File: src/hw/rtl/mfp_pkg.sv
// ----------------------------------------------------------------------------
// mfp_pkg
// Shared types and constants for the MSP v2 frame parser: result record,
// result kinds and direction codes.
// ----------------------------------------------------------------------------
`default_nettype none

package mfp_pkg;

  // Largest payload that is forwarded beat by beat; later bytes are only CRC'd
  localparam int unsigned MaxPayload = 256;

  // Result kinds (carried on tuser)
  localparam logic [1:0] KindPayload = 2'd0;
  localparam logic [1:0] KindGood    = 2'd1;
  localparam logic [1:0] KindBad     = 2'd2;

  // Direction codes
  localparam logic [1:0] DirRequest  = 2'd0;
  localparam logic [1:0] DirResponse = 2'd1;
  localparam logic [1:0] DirError    = 2'd2;

  // Header characters
  localparam logic [7:0] ChDollar = 8'h24;  // '$'
  localparam logic [7:0] ChX      = 8'h58;  // 'X'
  localparam logic [7:0] ChLt     = 8'h3C;  // '<'
  localparam logic [7:0] ChGt     = 8'h3E;  // '>'
  localparam logic [7:0] ChBang   = 8'h21;  // '!'

  // Packed tdata width of one result beat (59 bits of fields, padded)
  localparam int unsigned OutDataW = 64;

  typedef struct packed {
    logic [1:0]  kind;
    logic [7:0]  payload_byte;
    logic [7:0]  payload_position;
    logic [15:0] function_code;
    logic [15:0] frame_length;
    logic [1:0]  direction_code;
    logic [7:0]  flag_bits;
    logic        oversize;
  } result_t;

endpackage

`default_nettype wire

File: src/hw/rtl/mfp_front.sv
// ----------------------------------------------------------------------------
// mfp_front
// Frame parser front end: accepts one byte per cycle while the result queue
// is not full, tracks the header and payload phases, runs the CRC-8/DVB-S2
// and classifies each byte into an optional result record for the queue.
// ----------------------------------------------------------------------------
`default_nettype none

module mfp_front (
  input  wire logic             clk_i,
  input  wire logic             rst_ni,
  input  wire logic             in_valid_i,
  output logic                  in_ready_o,
  input  wire logic [7:0]       in_byte_i,
  input  wire logic             q_full_i,
  output logic                  push_o,
  output mfp_pkg::result_t      push_data_o
);
  import mfp_pkg::*;

  typedef enum logic [3:0] {
    PhIdle    = 4'd0,
    PhDollar  = 4'd1,
    PhX       = 4'd2,
    PhFlags   = 4'd3,
    PhFuncL   = 4'd4,
    PhFuncH   = 4'd5,
    PhSizeL   = 4'd6,
    PhSizeH   = 4'd7,
    PhPayload = 4'd8,
    PhCheck   = 4'd9
  } phase_e;

  // One byte through the 0xD5 polynomial, MSB first
  function automatic logic [7:0] crc_byte(input logic [7:0] crc, input logic [7:0] b);
    logic [7:0] c;
    c = crc ^ b;
    for (int i = 0; i < 8; i++) begin
      c = c[7] ? ((c << 1) ^ 8'hD5) : (c << 1);
    end
    return c;
  endfunction

  phase_e      phase_q, phase_d;
  logic [7:0]  crc_q, crc_d;
  logic [15:0] func_q, func_d;
  logic [15:0] size_q, size_d;
  logic [15:0] count_q, count_d;
  logic [1:0]  dir_q, dir_d;
  logic [7:0]  flags_q, flags_d;

  logic        accept;
  logic [7:0]  crc_next;
  logic [16:0] count_inc;
  logic        oversize;

  assign in_ready_o = !q_full_i;
  assign accept     = in_valid_i && in_ready_o;
  assign crc_next   = crc_byte(crc_q, in_byte_i);
  assign count_inc  = {1'b0, count_q} + 17'd1;
  assign oversize   = ({1'b0, size_q} > 17'(MaxPayload));

  // Phase and field update, result classification
  always_comb begin
    phase_d = phase_q;
    crc_d   = crc_q;
    func_d  = func_q;
    size_d  = size_q;
    count_d = count_q;
    dir_d   = dir_q;
    flags_d = flags_q;
    push_o  = 1'b0;

    push_data_o.kind             = KindPayload;
    push_data_o.payload_byte     = 8'd0;
    push_data_o.payload_position = 8'd0;
    push_data_o.function_code    = func_q;
    push_data_o.frame_length     = size_q;
    push_data_o.direction_code   = dir_q;
    push_data_o.flag_bits        = flags_q;
    push_data_o.oversize         = oversize;

    case (phase_q)
      PhIdle: begin
        if (in_byte_i == ChDollar) begin
          phase_d = PhDollar;
          crc_d   = 8'd0;
        end
      end
      PhDollar: begin
        phase_d = (in_byte_i == ChX) ? PhX : PhIdle;
      end
      PhX: begin
        phase_d = PhFlags;
        if (in_byte_i == ChLt) begin
          dir_d = DirRequest;
        end else if (in_byte_i == ChGt) begin
          dir_d = DirResponse;
        end else if (in_byte_i == ChBang) begin
          dir_d = DirError;
        end else begin
          phase_d = PhIdle;
        end
      end
      PhFlags: begin
        flags_d = in_byte_i;
        crc_d   = crc_next;
        phase_d = PhFuncL;
      end
      PhFuncL: begin
        func_d  = {8'd0, in_byte_i};
        crc_d   = crc_next;
        phase_d = PhFuncH;
      end
      PhFuncH: begin
        func_d  = {in_byte_i, func_q[7:0]};
        crc_d   = crc_next;
        phase_d = PhSizeL;
      end
      PhSizeL: begin
        size_d  = {8'd0, in_byte_i};
        crc_d   = crc_next;
        phase_d = PhSizeH;
      end
      PhSizeH: begin
        size_d  = {in_byte_i, size_q[7:0]};
        crc_d   = crc_next;
        count_d = 16'd0;
        phase_d = ({in_byte_i, size_q[7:0]} != 16'd0) ? PhPayload : PhCheck;
      end
      PhPayload: begin
        crc_d   = crc_next;
        count_d = count_inc[15:0];
        if ({1'b0, count_q} < 17'(MaxPayload)) begin
          push_o                       = accept;
          push_data_o.kind             = KindPayload;
          push_data_o.payload_byte     = in_byte_i;
          push_data_o.payload_position = count_q[7:0];
        end
        if (count_inc >= {1'b0, size_q}) begin
          phase_d = PhCheck;
        end
      end
      PhCheck: begin
        push_o           = accept;
        push_data_o.kind = (in_byte_i == crc_q) ? KindGood : KindBad;
        phase_d          = PhIdle;
      end
      default: begin
        phase_d = PhIdle;
      end
    endcase
  end

  // State registers, advanced on each accepted beat
  always_ff @(posedge clk_i or negedge rst_ni) begin
    if (!rst_ni) begin
      phase_q <= PhIdle;
      crc_q   <= 8'd0;
      func_q  <= 16'd0;
      size_q  <= 16'd0;
      count_q <= 16'd0;
      dir_q   <= 2'd0;
      flags_q <= 8'd0;
    end else if (accept) begin
      phase_q <= phase_d;
      crc_q   <= crc_d;
      func_q  <= func_d;
      size_q  <= size_d;
      count_q <= count_d;
      dir_q   <= dir_d;
      flags_q <= flags_d;
    end
  end

endmodule

`default_nettype wire

File: src/hw/rtl/mfp_queue.sv
// ----------------------------------------------------------------------------
// mfp_queue
// Short result queue between the parser front end and the output stage.
// ----------------------------------------------------------------------------
`default_nettype none

module mfp_queue #(
  parameter int unsigned Depth = 4
) (
  input  wire logic              clk_i,
  input  wire logic              rst_ni,
  input  wire logic              push_i,
  input  wire mfp_pkg::result_t  push_data_i,
  output logic                   full_o,
  output logic                   valid_o,
  output mfp_pkg::result_t       data_o,
  input  wire logic              pop_i
);
  import mfp_pkg::*;

  localparam int unsigned PtrW = (Depth > 1) ? $clog2(Depth) : 1;
  localparam int unsigned CntW = $clog2(Depth + 1);
  localparam logic [PtrW-1:0] LastPtr = PtrW'(Depth - 1);

  result_t         mem_q [Depth];
  logic [PtrW-1:0] wr_ptr_q, rd_ptr_q;
  logic [CntW-1:0] count_q;

  assign full_o  = (count_q == CntW'(Depth));
  assign valid_o = (count_q != '0);
  assign data_o  = mem_q[rd_ptr_q];

  // Storage
  always_ff @(posedge clk_i) begin
    if (push_i) begin
      mem_q[wr_ptr_q] <= push_data_i;
    end
  end

  // Pointers and fill level
  always_ff @(posedge clk_i or negedge rst_ni) begin
    if (!rst_ni) begin
      wr_ptr_q <= '0;
      rd_ptr_q <= '0;
      count_q  <= '0;
    end else begin
      if (push_i) begin
        wr_ptr_q <= (wr_ptr_q == LastPtr) ? '0 : wr_ptr_q + 1'b1;
      end
      if (pop_i) begin
        rd_ptr_q <= (rd_ptr_q == LastPtr) ? '0 : rd_ptr_q + 1'b1;
      end
      if (push_i && !pop_i) begin
        count_q <= count_q + 1'b1;
      end else if (pop_i && !push_i) begin
        count_q <= count_q - 1'b1;
      end
    end
  end

endmodule

`default_nettype wire

File: src/hw/rtl/mfp_back.sv
// ----------------------------------------------------------------------------
// mfp_back
// Output stage: pulls result records from the queue into a registered
// master-side beat and packs the fields for tdata and tuser.
// ----------------------------------------------------------------------------
`default_nettype none

module mfp_back (
  input  wire logic                          clk_i,
  input  wire logic                          rst_ni,
  input  wire logic                          q_valid_i,
  input  wire mfp_pkg::result_t              q_data_i,
  output logic                               q_pop_o,
  output logic                               out_valid_o,
  input  wire logic                          out_ready_i,
  output logic [mfp_pkg::OutDataW-1:0]       out_data_o,
  output logic [1:0]                         out_user_o
);
  import mfp_pkg::*;

  logic    valid_q;
  result_t res_q;

  // Load whenever the output register is empty or being drained
  assign q_pop_o = q_valid_i && (!valid_q || out_ready_i);

  always_ff @(posedge clk_i or negedge rst_ni) begin
    if (!rst_ni) begin
      valid_q <= 1'b0;
    end else if (!valid_q || out_ready_i) begin
      valid_q <= q_valid_i;
    end
  end

  always_ff @(posedge clk_i) begin
    if (q_pop_o) begin
      res_q <= q_data_i;
    end
  end

  assign out_valid_o = valid_q;
  assign out_user_o  = res_q.kind;
  assign out_data_o  = {5'd0, res_q.oversize, res_q.flag_bits, res_q.direction_code,
                        res_q.frame_length, res_q.function_code,
                        res_q.payload_position, res_q.payload_byte};

endmodule

`default_nettype wire

File: src/hw/rtl/msp_v2_frame_parser.sv
// Path: a result beat reaches the master side from the front-end classify
// through the queue and then the output register after its byte is accepted.
// Throughput: one byte per cycle; the slave side stalls only when the result
// queue is full, which happens only while the master side is held off.
// Reset: asynchronous, active low; parser returns to idle, CRC and frame fields
// clear, queue and output register empty. No clearing pass is needed.
// ----------------------------------------------------------------------------
// msp_v2_frame_parser
// MSP v2 frame parser with CRC-8/DVB-S2 check: emits payload beats and a
// frame good/bad beat per frame.
// ----------------------------------------------------------------------------
`default_nettype none

module msp_v2_frame_parser #(
  parameter int unsigned QueueDepth = 4
) (
  input  wire logic                          clk_i,
  input  wire logic                          rst_ni,
  // Slave side
  input  wire logic                          s_axis_tvalid_i,
  output logic                               s_axis_tready_o,
  input  wire logic [7:0]                    s_axis_tdata_i,  // [7:0] rx_byte
  // Master side
  output logic                               m_axis_tvalid_o,
  input  wire logic                          m_axis_tready_i,
  // [7:0] payload_byte, [15:8] payload_position, [31:16] function_code,
  // [47:32] frame_length, [49:48] direction_code, [57:50] flag_bits,
  // [58] oversize, [63:59] zero
  output logic [mfp_pkg::OutDataW-1:0]       m_axis_tdata_o,
  output logic [1:0]                         m_axis_tuser_o   // [1:0] result_kind
);
  import mfp_pkg::*;

  logic    q_full, q_valid, q_pop, push;
  result_t push_data, q_data;

  mfp_front u_front (
    .clk_i       (clk_i),
    .rst_ni      (rst_ni),
    .in_valid_i  (s_axis_tvalid_i),
    .in_ready_o  (s_axis_tready_o),
    .in_byte_i   (s_axis_tdata_i),
    .q_full_i    (q_full),
    .push_o      (push),
    .push_data_o (push_data)
  );

  mfp_queue #(
    .Depth (QueueDepth)
  ) u_queue (
    .clk_i       (clk_i),
    .rst_ni      (rst_ni),
    .push_i      (push),
    .push_data_i (push_data),
    .full_o      (q_full),
    .valid_o     (q_valid),
    .data_o      (q_data),
    .pop_i       (q_pop)
  );

  mfp_back u_back (
    .clk_i       (clk_i),
    .rst_ni      (rst_ni),
    .q_valid_i   (q_valid),
    .q_data_i    (q_data),
    .q_pop_o     (q_pop),
    .out_valid_o (m_axis_tvalid_o),
    .out_ready_i (m_axis_tready_i),
    .out_data_o  (m_axis_tdata_o),
    .out_user_o  (m_axis_tuser_o)
  );

endmodule

`default_nettype wire

File: config.mk
export PLATFORM = sky130hd
export DESIGN_NAME = msp_v2_frame_parser
export DESIGN_NICKNAME = d
export VERILOG_FILES = /design/src/hw/rtl/mfp_pkg.sv /design/src/hw/rtl/mfp_front.sv /design/src/hw/rtl/mfp_queue.sv /design/src/hw/rtl/mfp_back.sv /design/src/hw/rtl/msp_v2_frame_parser.sv
export SDC_FILE = /design/constraint.sdc
export NUM_CORES = 1
export LEC_CHECK = 0
export BUFFER_PORTS_ARGS = -buffer_cell sky130_fd_sc_hd__buf_2
export CORE_AREA = 2 2 178 180
export CTS_CLUSTER_SIZE = 30
export DETAILED_ROUTE_END_ITERATION = 10
export DIE_AREA = 0 0 180 182
export GPL_TIMING_DRIVEN = 0
export PLACE_DENSITY = 0.67
export SLEW_MARGIN = 0
export SYNTH_ARGS = -nofsm -noshare
export SYNTH_HDL_FRONTEND = slang
export SYNTH_SLANG_ARGS = --single-unit
export TNS_END_PERCENT = 10
File: constraint.sdc
create_clock -name clk_i -period 9.1 [get_ports clk_i]
set_input_delay 0 -clock clk_i [delete_from_list [all_inputs] [get_ports clk_i]]
set_output_delay 0 -clock clk_i [all_outputs]
set_load 0.02 [all_outputs]
==> flow_summary.ini, run 1 <==
[finish]
antennaDiodeCount = 0
commonest_cells_after_routing_fill_and_taps_aside = sky130_fd_sc_hd__edfxtp_1, sky130_fd_sc_hd__buf_2, sky130_fd_sc_hd__nand2_1
multi_input_gate_area_in_the_final_layout_um2 = 3900
num-fill-cells = 2371
design.final.nets = 1055
final_layout_size_suffix_gt1_frac = 0.242
layout-area-overhead-vs-synth_pct = 16.3
mostFrequentLayoutCell = sky130_fd_sc_hd__edfxtp_1
storage_element_area_um2 = 11100

[sta]
period_minus_slack_ps = 3370
fmaxAchievable_ghz = 0.297
rsz0062_at_grt = false
final-setup-viol-count = 0
maxSlewHeadroom = 0.395
layout_worst_path_cycle_share = 0.370
setup_total_negative_slack_ps = 0
worst_pin_slew_ps = 907
hold_viol = 0
clock-skew-final_ps = 12.7
hold_ws_ps = 19.1
report.final.slew_viol_count = 0

[grt]
number_of_global_route_vias_before_repair = 8063
total_overflow_reported_by_the_global_router = 0
groute.usage.overall = 0.181
largest_net_degree_at_the_start_of_global_routing = 55
grt_first_pass_wirelength_um = 45800
antenna_found_initial = 0

[routing]
drt-initial-drc-count = 520
vias_per_cell = 5.44
drc = 0
routed_length_on_met3_um = 1650
detail_route.wirelength_um = 28900
met2_length_um = 14200
first_pass_iters = 7
top_layer_used = met4
detailed_route_wire_length_on_metal_1_um = 12700
wire_per_inst_um = 19.9
postRouteAntennaNets = 0
dr_total_vias = 7897

[critical_path]
timing.critical_path.to_type = flip-flop
timing_worst_setup_path_type = flip-flop to flip-flop
critPathMaxFanout = 6
worst-endpoint-arrival_ps = 3770
crit_required_ps = 9510
timing.critical_path.from_type = flip-flop

[clock_tree]
cts_root_buffer = sky130_fd_sc_hd__clkbuf_16
cts-htree-levels = 2
cts_max_path_buffers = 3
path_clk_slew_ps = 60
cts_resized = 0
cts_tree = yes
clock_insertion_delay_worst_skew_ps = 530
cts.sinks = 383
cts_inserted_buffers = 40

[run]
max_cap_violations = 0

[pwr]
max-vdd-ir-drop_v = 0.000175
pwr-share-seq = 0.446
netSwitchingFraction = 0.286
comb_power_share = 0.263
p_leak_uw = 0.00622
p_sw_uw = 1620
clkPwrFrac = 0.291
p_per_area_nw_per_um2 = 317
intPower_uw = 4030

[floorplan]
design.portCount = 80
initial_cell_density_of_the_core = 0.493
die_x_um = 180
row_count = 65
die_h_um = 182
core_area_um2 = 31000
die_area_um2 = 32800

[worst_hold_path]
min_path_type = input pin to async pin

[place]
place.port_buffers = 67
post-dp-hpwl_um = 17900
gp_congestion = 0.831

[yosys]
yosysWarningCount = 0
yosys_most_used_dff = sky130_fd_sc_hd__edfxtp_1
synth_edf_count = 305
synth_sequential_area_ratio = 0.727
ys_ff_latch = 383
syn_avg_cell_area_um2 = 17.2
synth.cell_area_um2 = 15300
asyncSetResetFlopFracSynth = 0.204
synth.distinct_cells = 55
post_synth_inst_count = 887

[run_status]
run_status = finished clean
[area by class of cell]
type                    instances  share of cell area
flip-flops and latches        383               0.625
multi-input cells             437               0.219
clock buffers                  62              0.0678
repair buffers                 85              0.0340
well taps                     402              0.0283
plain buffers                  48              0.0131
clock inverters                12             0.00830
inverters                      23             0.00485
[repair_timing]
action                     in CTS  in global routing
hold buffers                   11                  0
setup buffers                   0                  0
hold endpoints to repair      106                  0
setup endpoints to repair       0                  0
[metrics by stage]
step	cell area (um^2)	std cells	power (uW)	setup WS, ps	util
4_1_cts	17800	1452	5720	5720	0.574
3_3_place_gp	16100	1360	4040	2130	0.521
2_1_floorplan	15300	891	3620	4160	-
6_report	17800	1452	5640	5730	0.574
5_1_grt	17800	1452	5930	5390	0.574
3_5_place_dp	16300	1367	4070	5730	0.527
[path summary, 6_finish.rpt]
path | slack (ps) | start | end | depth (start not counted)
hold / removal | 20 | rst_ni | u_front.count_q[2] | 3
min in group clk_i | 70 | s_axis_tdata_i[7] | u_front.size_q[15] | 3
setup / recovery | 5730 | u_front.count_q[0] | u_front.phase_q[0] | 14
setup reg to reg | 5730 | u_front.count_q[0] | u_front.phase_q[0] | 14
max in group asynchronous | 8780 | rst_ni | u_front.flags_q[5] | 3
hold reg to reg | 490 | u_queue.count_q[2] | u_queue.count_q[2] | 1
[per-layer routing]
layer  track usage  up-vias
li1              -     3656
met1         0.254     4001
met2         0.301      203
met3        0.0329       37
met4        0.0397        0
met5             0        -
[kinds of logic after synthesis]
kind of cell / synth area share
flops: 0.727
simple gates: 0.0595
compound gates: 0.0380
mux: 0.107
buf+inv: 0.0209
xor+xnor: 0.0271
fa+ha+maj: 0.0209
other cells: 0.000245
[power groups by stage]
stage | clock network [uW] | registers [uW] | logic (uW)
2_1_floorplan | 0 | 2720 | 907
3_3_place_gp | 0 | 2580 | 1460
3_5_place_dp | 0 | 2550 | 1510
4_1_cts | 1680 | 2520 | 1530
5_1_grt | 1750 | 2550 | 1620
6_report | 1640 | 2510 | 1480
[state kept, by name, summed over array words and instances (netlist names)]
register and flops:
u_queue.wr_ptr_q 2, u_back.out_user_o 2, u_front.func_q 16, u_back.out_data_o 59, u_front.phase_q 4, u_back.out_valid_o 1, u_queue.count_q 3, u_front.count_q 16
u_front.dir_q 2, u_front.size_q 16, u_queue.mem_q 244, u_front.crc_q 8, u_queue.rd_ptr_q 2, u_front.flags_q 8
[synth_stat cells (all sizes together), types with 21 or more instances]
| library cell | instances | share of area |
|---|---|---|
| nand3 | 21 | 0.0069 |
| xnor2 | 33 | 0.021 |
| and2 | 23 | 0.0094 |
| nand2 | 81 | 0.020 |
| edfxtp | 305 | 0.60 |
| o21ai | 57 | 0.019 |
| clkbuf | 23 | 0.0056 |
| mux2 | 23 | 0.017 |
| ha | 24 | 0.020 |
| dfrtp | 78 | 0.13 |
| nor2 | 26 | 0.0070 |
| mux4 | 61 | 0.090 |
| buf | 25 | 0.0096 |
| inv | 23 | 0.0056 |
[worst max-delay path: stages, from the launching register on]
cell,delay (ps)
sky130_fd_sc_hd__dfrtp_1,440
sky130_fd_sc_hd__ha_1,240
sky130_fd_sc_hd__nand2_1,80
sky130_fd_sc_hd__nor2_2,240
sky130_fd_sc_hd__and3_1,200
sky130_fd_sc_hd__clkbuf_1,210
sky130_fd_sc_hd__nand3_1,150
sky130_fd_sc_hd__xnor2_1,160
sky130_fd_sc_hd__ha_1,290
sky130_fd_sc_hd__a21o_1,180
sky130_fd_sc_hd__a211oi_1,200
sky130_fd_sc_hd__or3_1,130
sky130_fd_sc_hd__o211ai_1,90
sky130_fd_sc_hd__o221ai_2,260
sky130_fd_sc_hd__mux2_1,360
Power figures use the tool's default switching activity.
==> inputs of run 2 (changes only) <==
Settings changed: PLACE_DENSITY 0.67 to 0.69.
Clock period 9.1 ns to 3 ns, I/O delays scaled along.
==> flow_summary.ini, run 2 (synthesis gave the netlist of run 1 again) <==
[floorplan]
die_x_um = 180
die_area_um2 = 32800
core_area_um2 = 31000
design.portCount = 80
initial_cell_density_of_the_core = 0.493
row_count = 65
die_h_um = 182

[grt]
largest_net_degree_at_the_start_of_global_routing = 58
antenna_found_initial = 1
total_overflow_reported_by_the_global_router = 0
groute.usage.overall = 0.184
number_of_global_route_vias_before_repair = 8370
grt_first_pass_wirelength_um = 46700

[finish]
mostFrequentLayoutCell = sky130_fd_sc_hd__edfxtp_1
post_layout_nonfiller_instances = 1461
num-fill-cells = 2338
max_flop_register = u_queue.mem_q
layout-area-overhead-vs-synth_pct = 17.1
final_layout_size_suffix_gt1_frac = 0.273
antennaDiodeCount = 0
largest_reg_flops = 244
design.final.nets = 1064
commonest_cells_after_routing_fill_and_taps_aside = sky130_fd_sc_hd__edfxtp_1, sky130_fd_sc_hd__buf_2, sky130_fd_sc_hd__nand2_1

[routing]
dr_total_vias = 8008
vias_per_cell = 5.48
drt-initial-drc-count = 773
first_pass_iters = 6
detail_route.wirelength_um = 29500
drc = 0
wire_per_inst_um = 20.2
postRouteAntennaNets = 0

[place]
place.port_buffers = 67
gp_congestion = 0.823
pre_cts_ws_ps = -375
post-dp-hpwl_um = 17900
numPlacedInstances = 1367

[clock_tree]
cts-htree-levels = 2
cts.sinks = 383
cts_root_buffer = sky130_fd_sc_hd__clkbuf_16
path_clk_slew_ps = 60
clock_insertion_delay_worst_skew_ps = 520
cts_inserted_buffers = 40
cts_tree = yes
cts_max_path_buffers = 3

[run_status]
run_status = finished clean

[critical_path]
r2r.worst_path.cells = 13
critPathCapture = u_front.phase_q[1]
critical_path.reg2reg.endpoint = u_front.phase_q[1]
timing.rr.start = u_front.count_q[1]
critPathMaxFanout = 4
crit_required_ps = 3410
timing.critical_path.to_type = flip-flop
timing.critical_path.from_type = flip-flop
setup.reg_to_reg.worst_slack_ps = 150
timing_worst_setup_path_type = flip-flop to flip-flop
worst-endpoint-arrival_ps = 3260
critical_path.startpoint = u_front.count_q[1]

[sta]
final-setup-viol-count = 0
period_minus_slack_ps = 2850
fmaxAchievable_ghz = 0.351
post-route-worst-setup-slack_ps = 147
report.final.slew_viol_count = 0
maxSlewHeadroom = 0.299
setup_total_negative_slack_ps = 0
worst_pin_slew_ps = 1050
layout_worst_path_cycle_share = 0.951
hold_viol = 0
hold_ws_ps = 29.3
clock-skew-final_ps = 14.0

[run]
max_cap_violations = 0

[pwr]
p_per_area_nw_per_um2 = 952
max-vdd-ir-drop_v = 0.000458
p_leak_uw = 0.00625
post-layout-total-power_uw = 17100

[worst_hold_path]
min_path_type = input pin to async pin
-- run 2: how the worst min path moves through the flow --
stage / from / endpoint
global route: rst_ni / u_front.count_q[13]
CTS: s_axis_tdata_i[0] / u_front.dir_q[0]
finish: rst_ni / u_front.count_q[13]
floorplan: rst_ni / u_back.out_valid_o
detailed placement: rst_ni / u_queue.count_q[0]
global placement: m_axis_tready_i / u_back.out_valid_o
-- run 2: critical path: stages, from the launching register on --
cell                       delay [ps]
sky130_fd_sc_hd__dfrtp_1          410
sky130_fd_sc_hd__ha_4             170
sky130_fd_sc_hd__nand2_2           60
sky130_fd_sc_hd__nor2_4            90
sky130_fd_sc_hd__and3_4           230
sky130_fd_sc_hd__nand3_4           90
sky130_fd_sc_hd__xnor2_2          140
sky130_fd_sc_hd__ha_1             310
sky130_fd_sc_hd__a21o_1           190
sky130_fd_sc_hd__a211oi_2         170
sky130_fd_sc_hd__or3_1            140
sky130_fd_sc_hd__o211ai_1         100
sky130_fd_sc_hd__o221ai_2         310
sky130_fd_sc_hd__mux2_4           330
-- run 2: layer usage --
metal | wire, um | track usage | vias up | part of all wire
met5 | 0 | 0 | - | 0
met4 | 618 | 0.0507 | 0 | 0.021
met3 | 1490 | 0.0305 | 52 | 0.051
met2 | 14500 | 0.302 | 206 | 0.49
met1 | 12800 | 0.257 | 4099 | 0.44
li1 | - | - | 3651 | -
-- run 2: cell type report --
class | count | area (um^2) | share of cell area
flip-flops and latches | 383 | 11100 | 0.621
multi-input cells | 437 | 4020 | 0.224
clock buffers | 58 | 1110 | 0.0620
repair buffers | 96 | 677 | 0.0378
well taps | 402 | 503 | 0.0281
plain buffers | 46 | 230 | 0.0129
clock inverters | 16 | 169 | 0.00943
inverters | 23 | 86.3 | 0.00482
-- run 2: through the flow --
step / util / area, um^2
after floorplan: - / 15300
after global placement: 0.521 / 16200
after detailed placement: 0.527 / 16300
after CTS: 0.573 / 17700
after global routing: 0.578 / 17900
final: 0.578 / 17900
-- run 2: timing repair --
| item | CTS | global route |
|---|---|---|
| hold buffers | 9 | 0 |
| endpoints found under the setup margin | 134 | 135 |
| setup buffers | 5 | 8 |
| pin swaps | 5 | 16 |
| hold endpoints to repair | 105 | 0 |
| gates resized for setup | 9 | 32 |
| cloned | 0 | 0 |
-- run 2: report_power, final --
| part | internal [uW] | switching (uW) |
|---|---|---|
| Clock | 2840 | 1950 |
| Combinational | 1960 | 2650 |
| Sequential | 7290 | 354 |
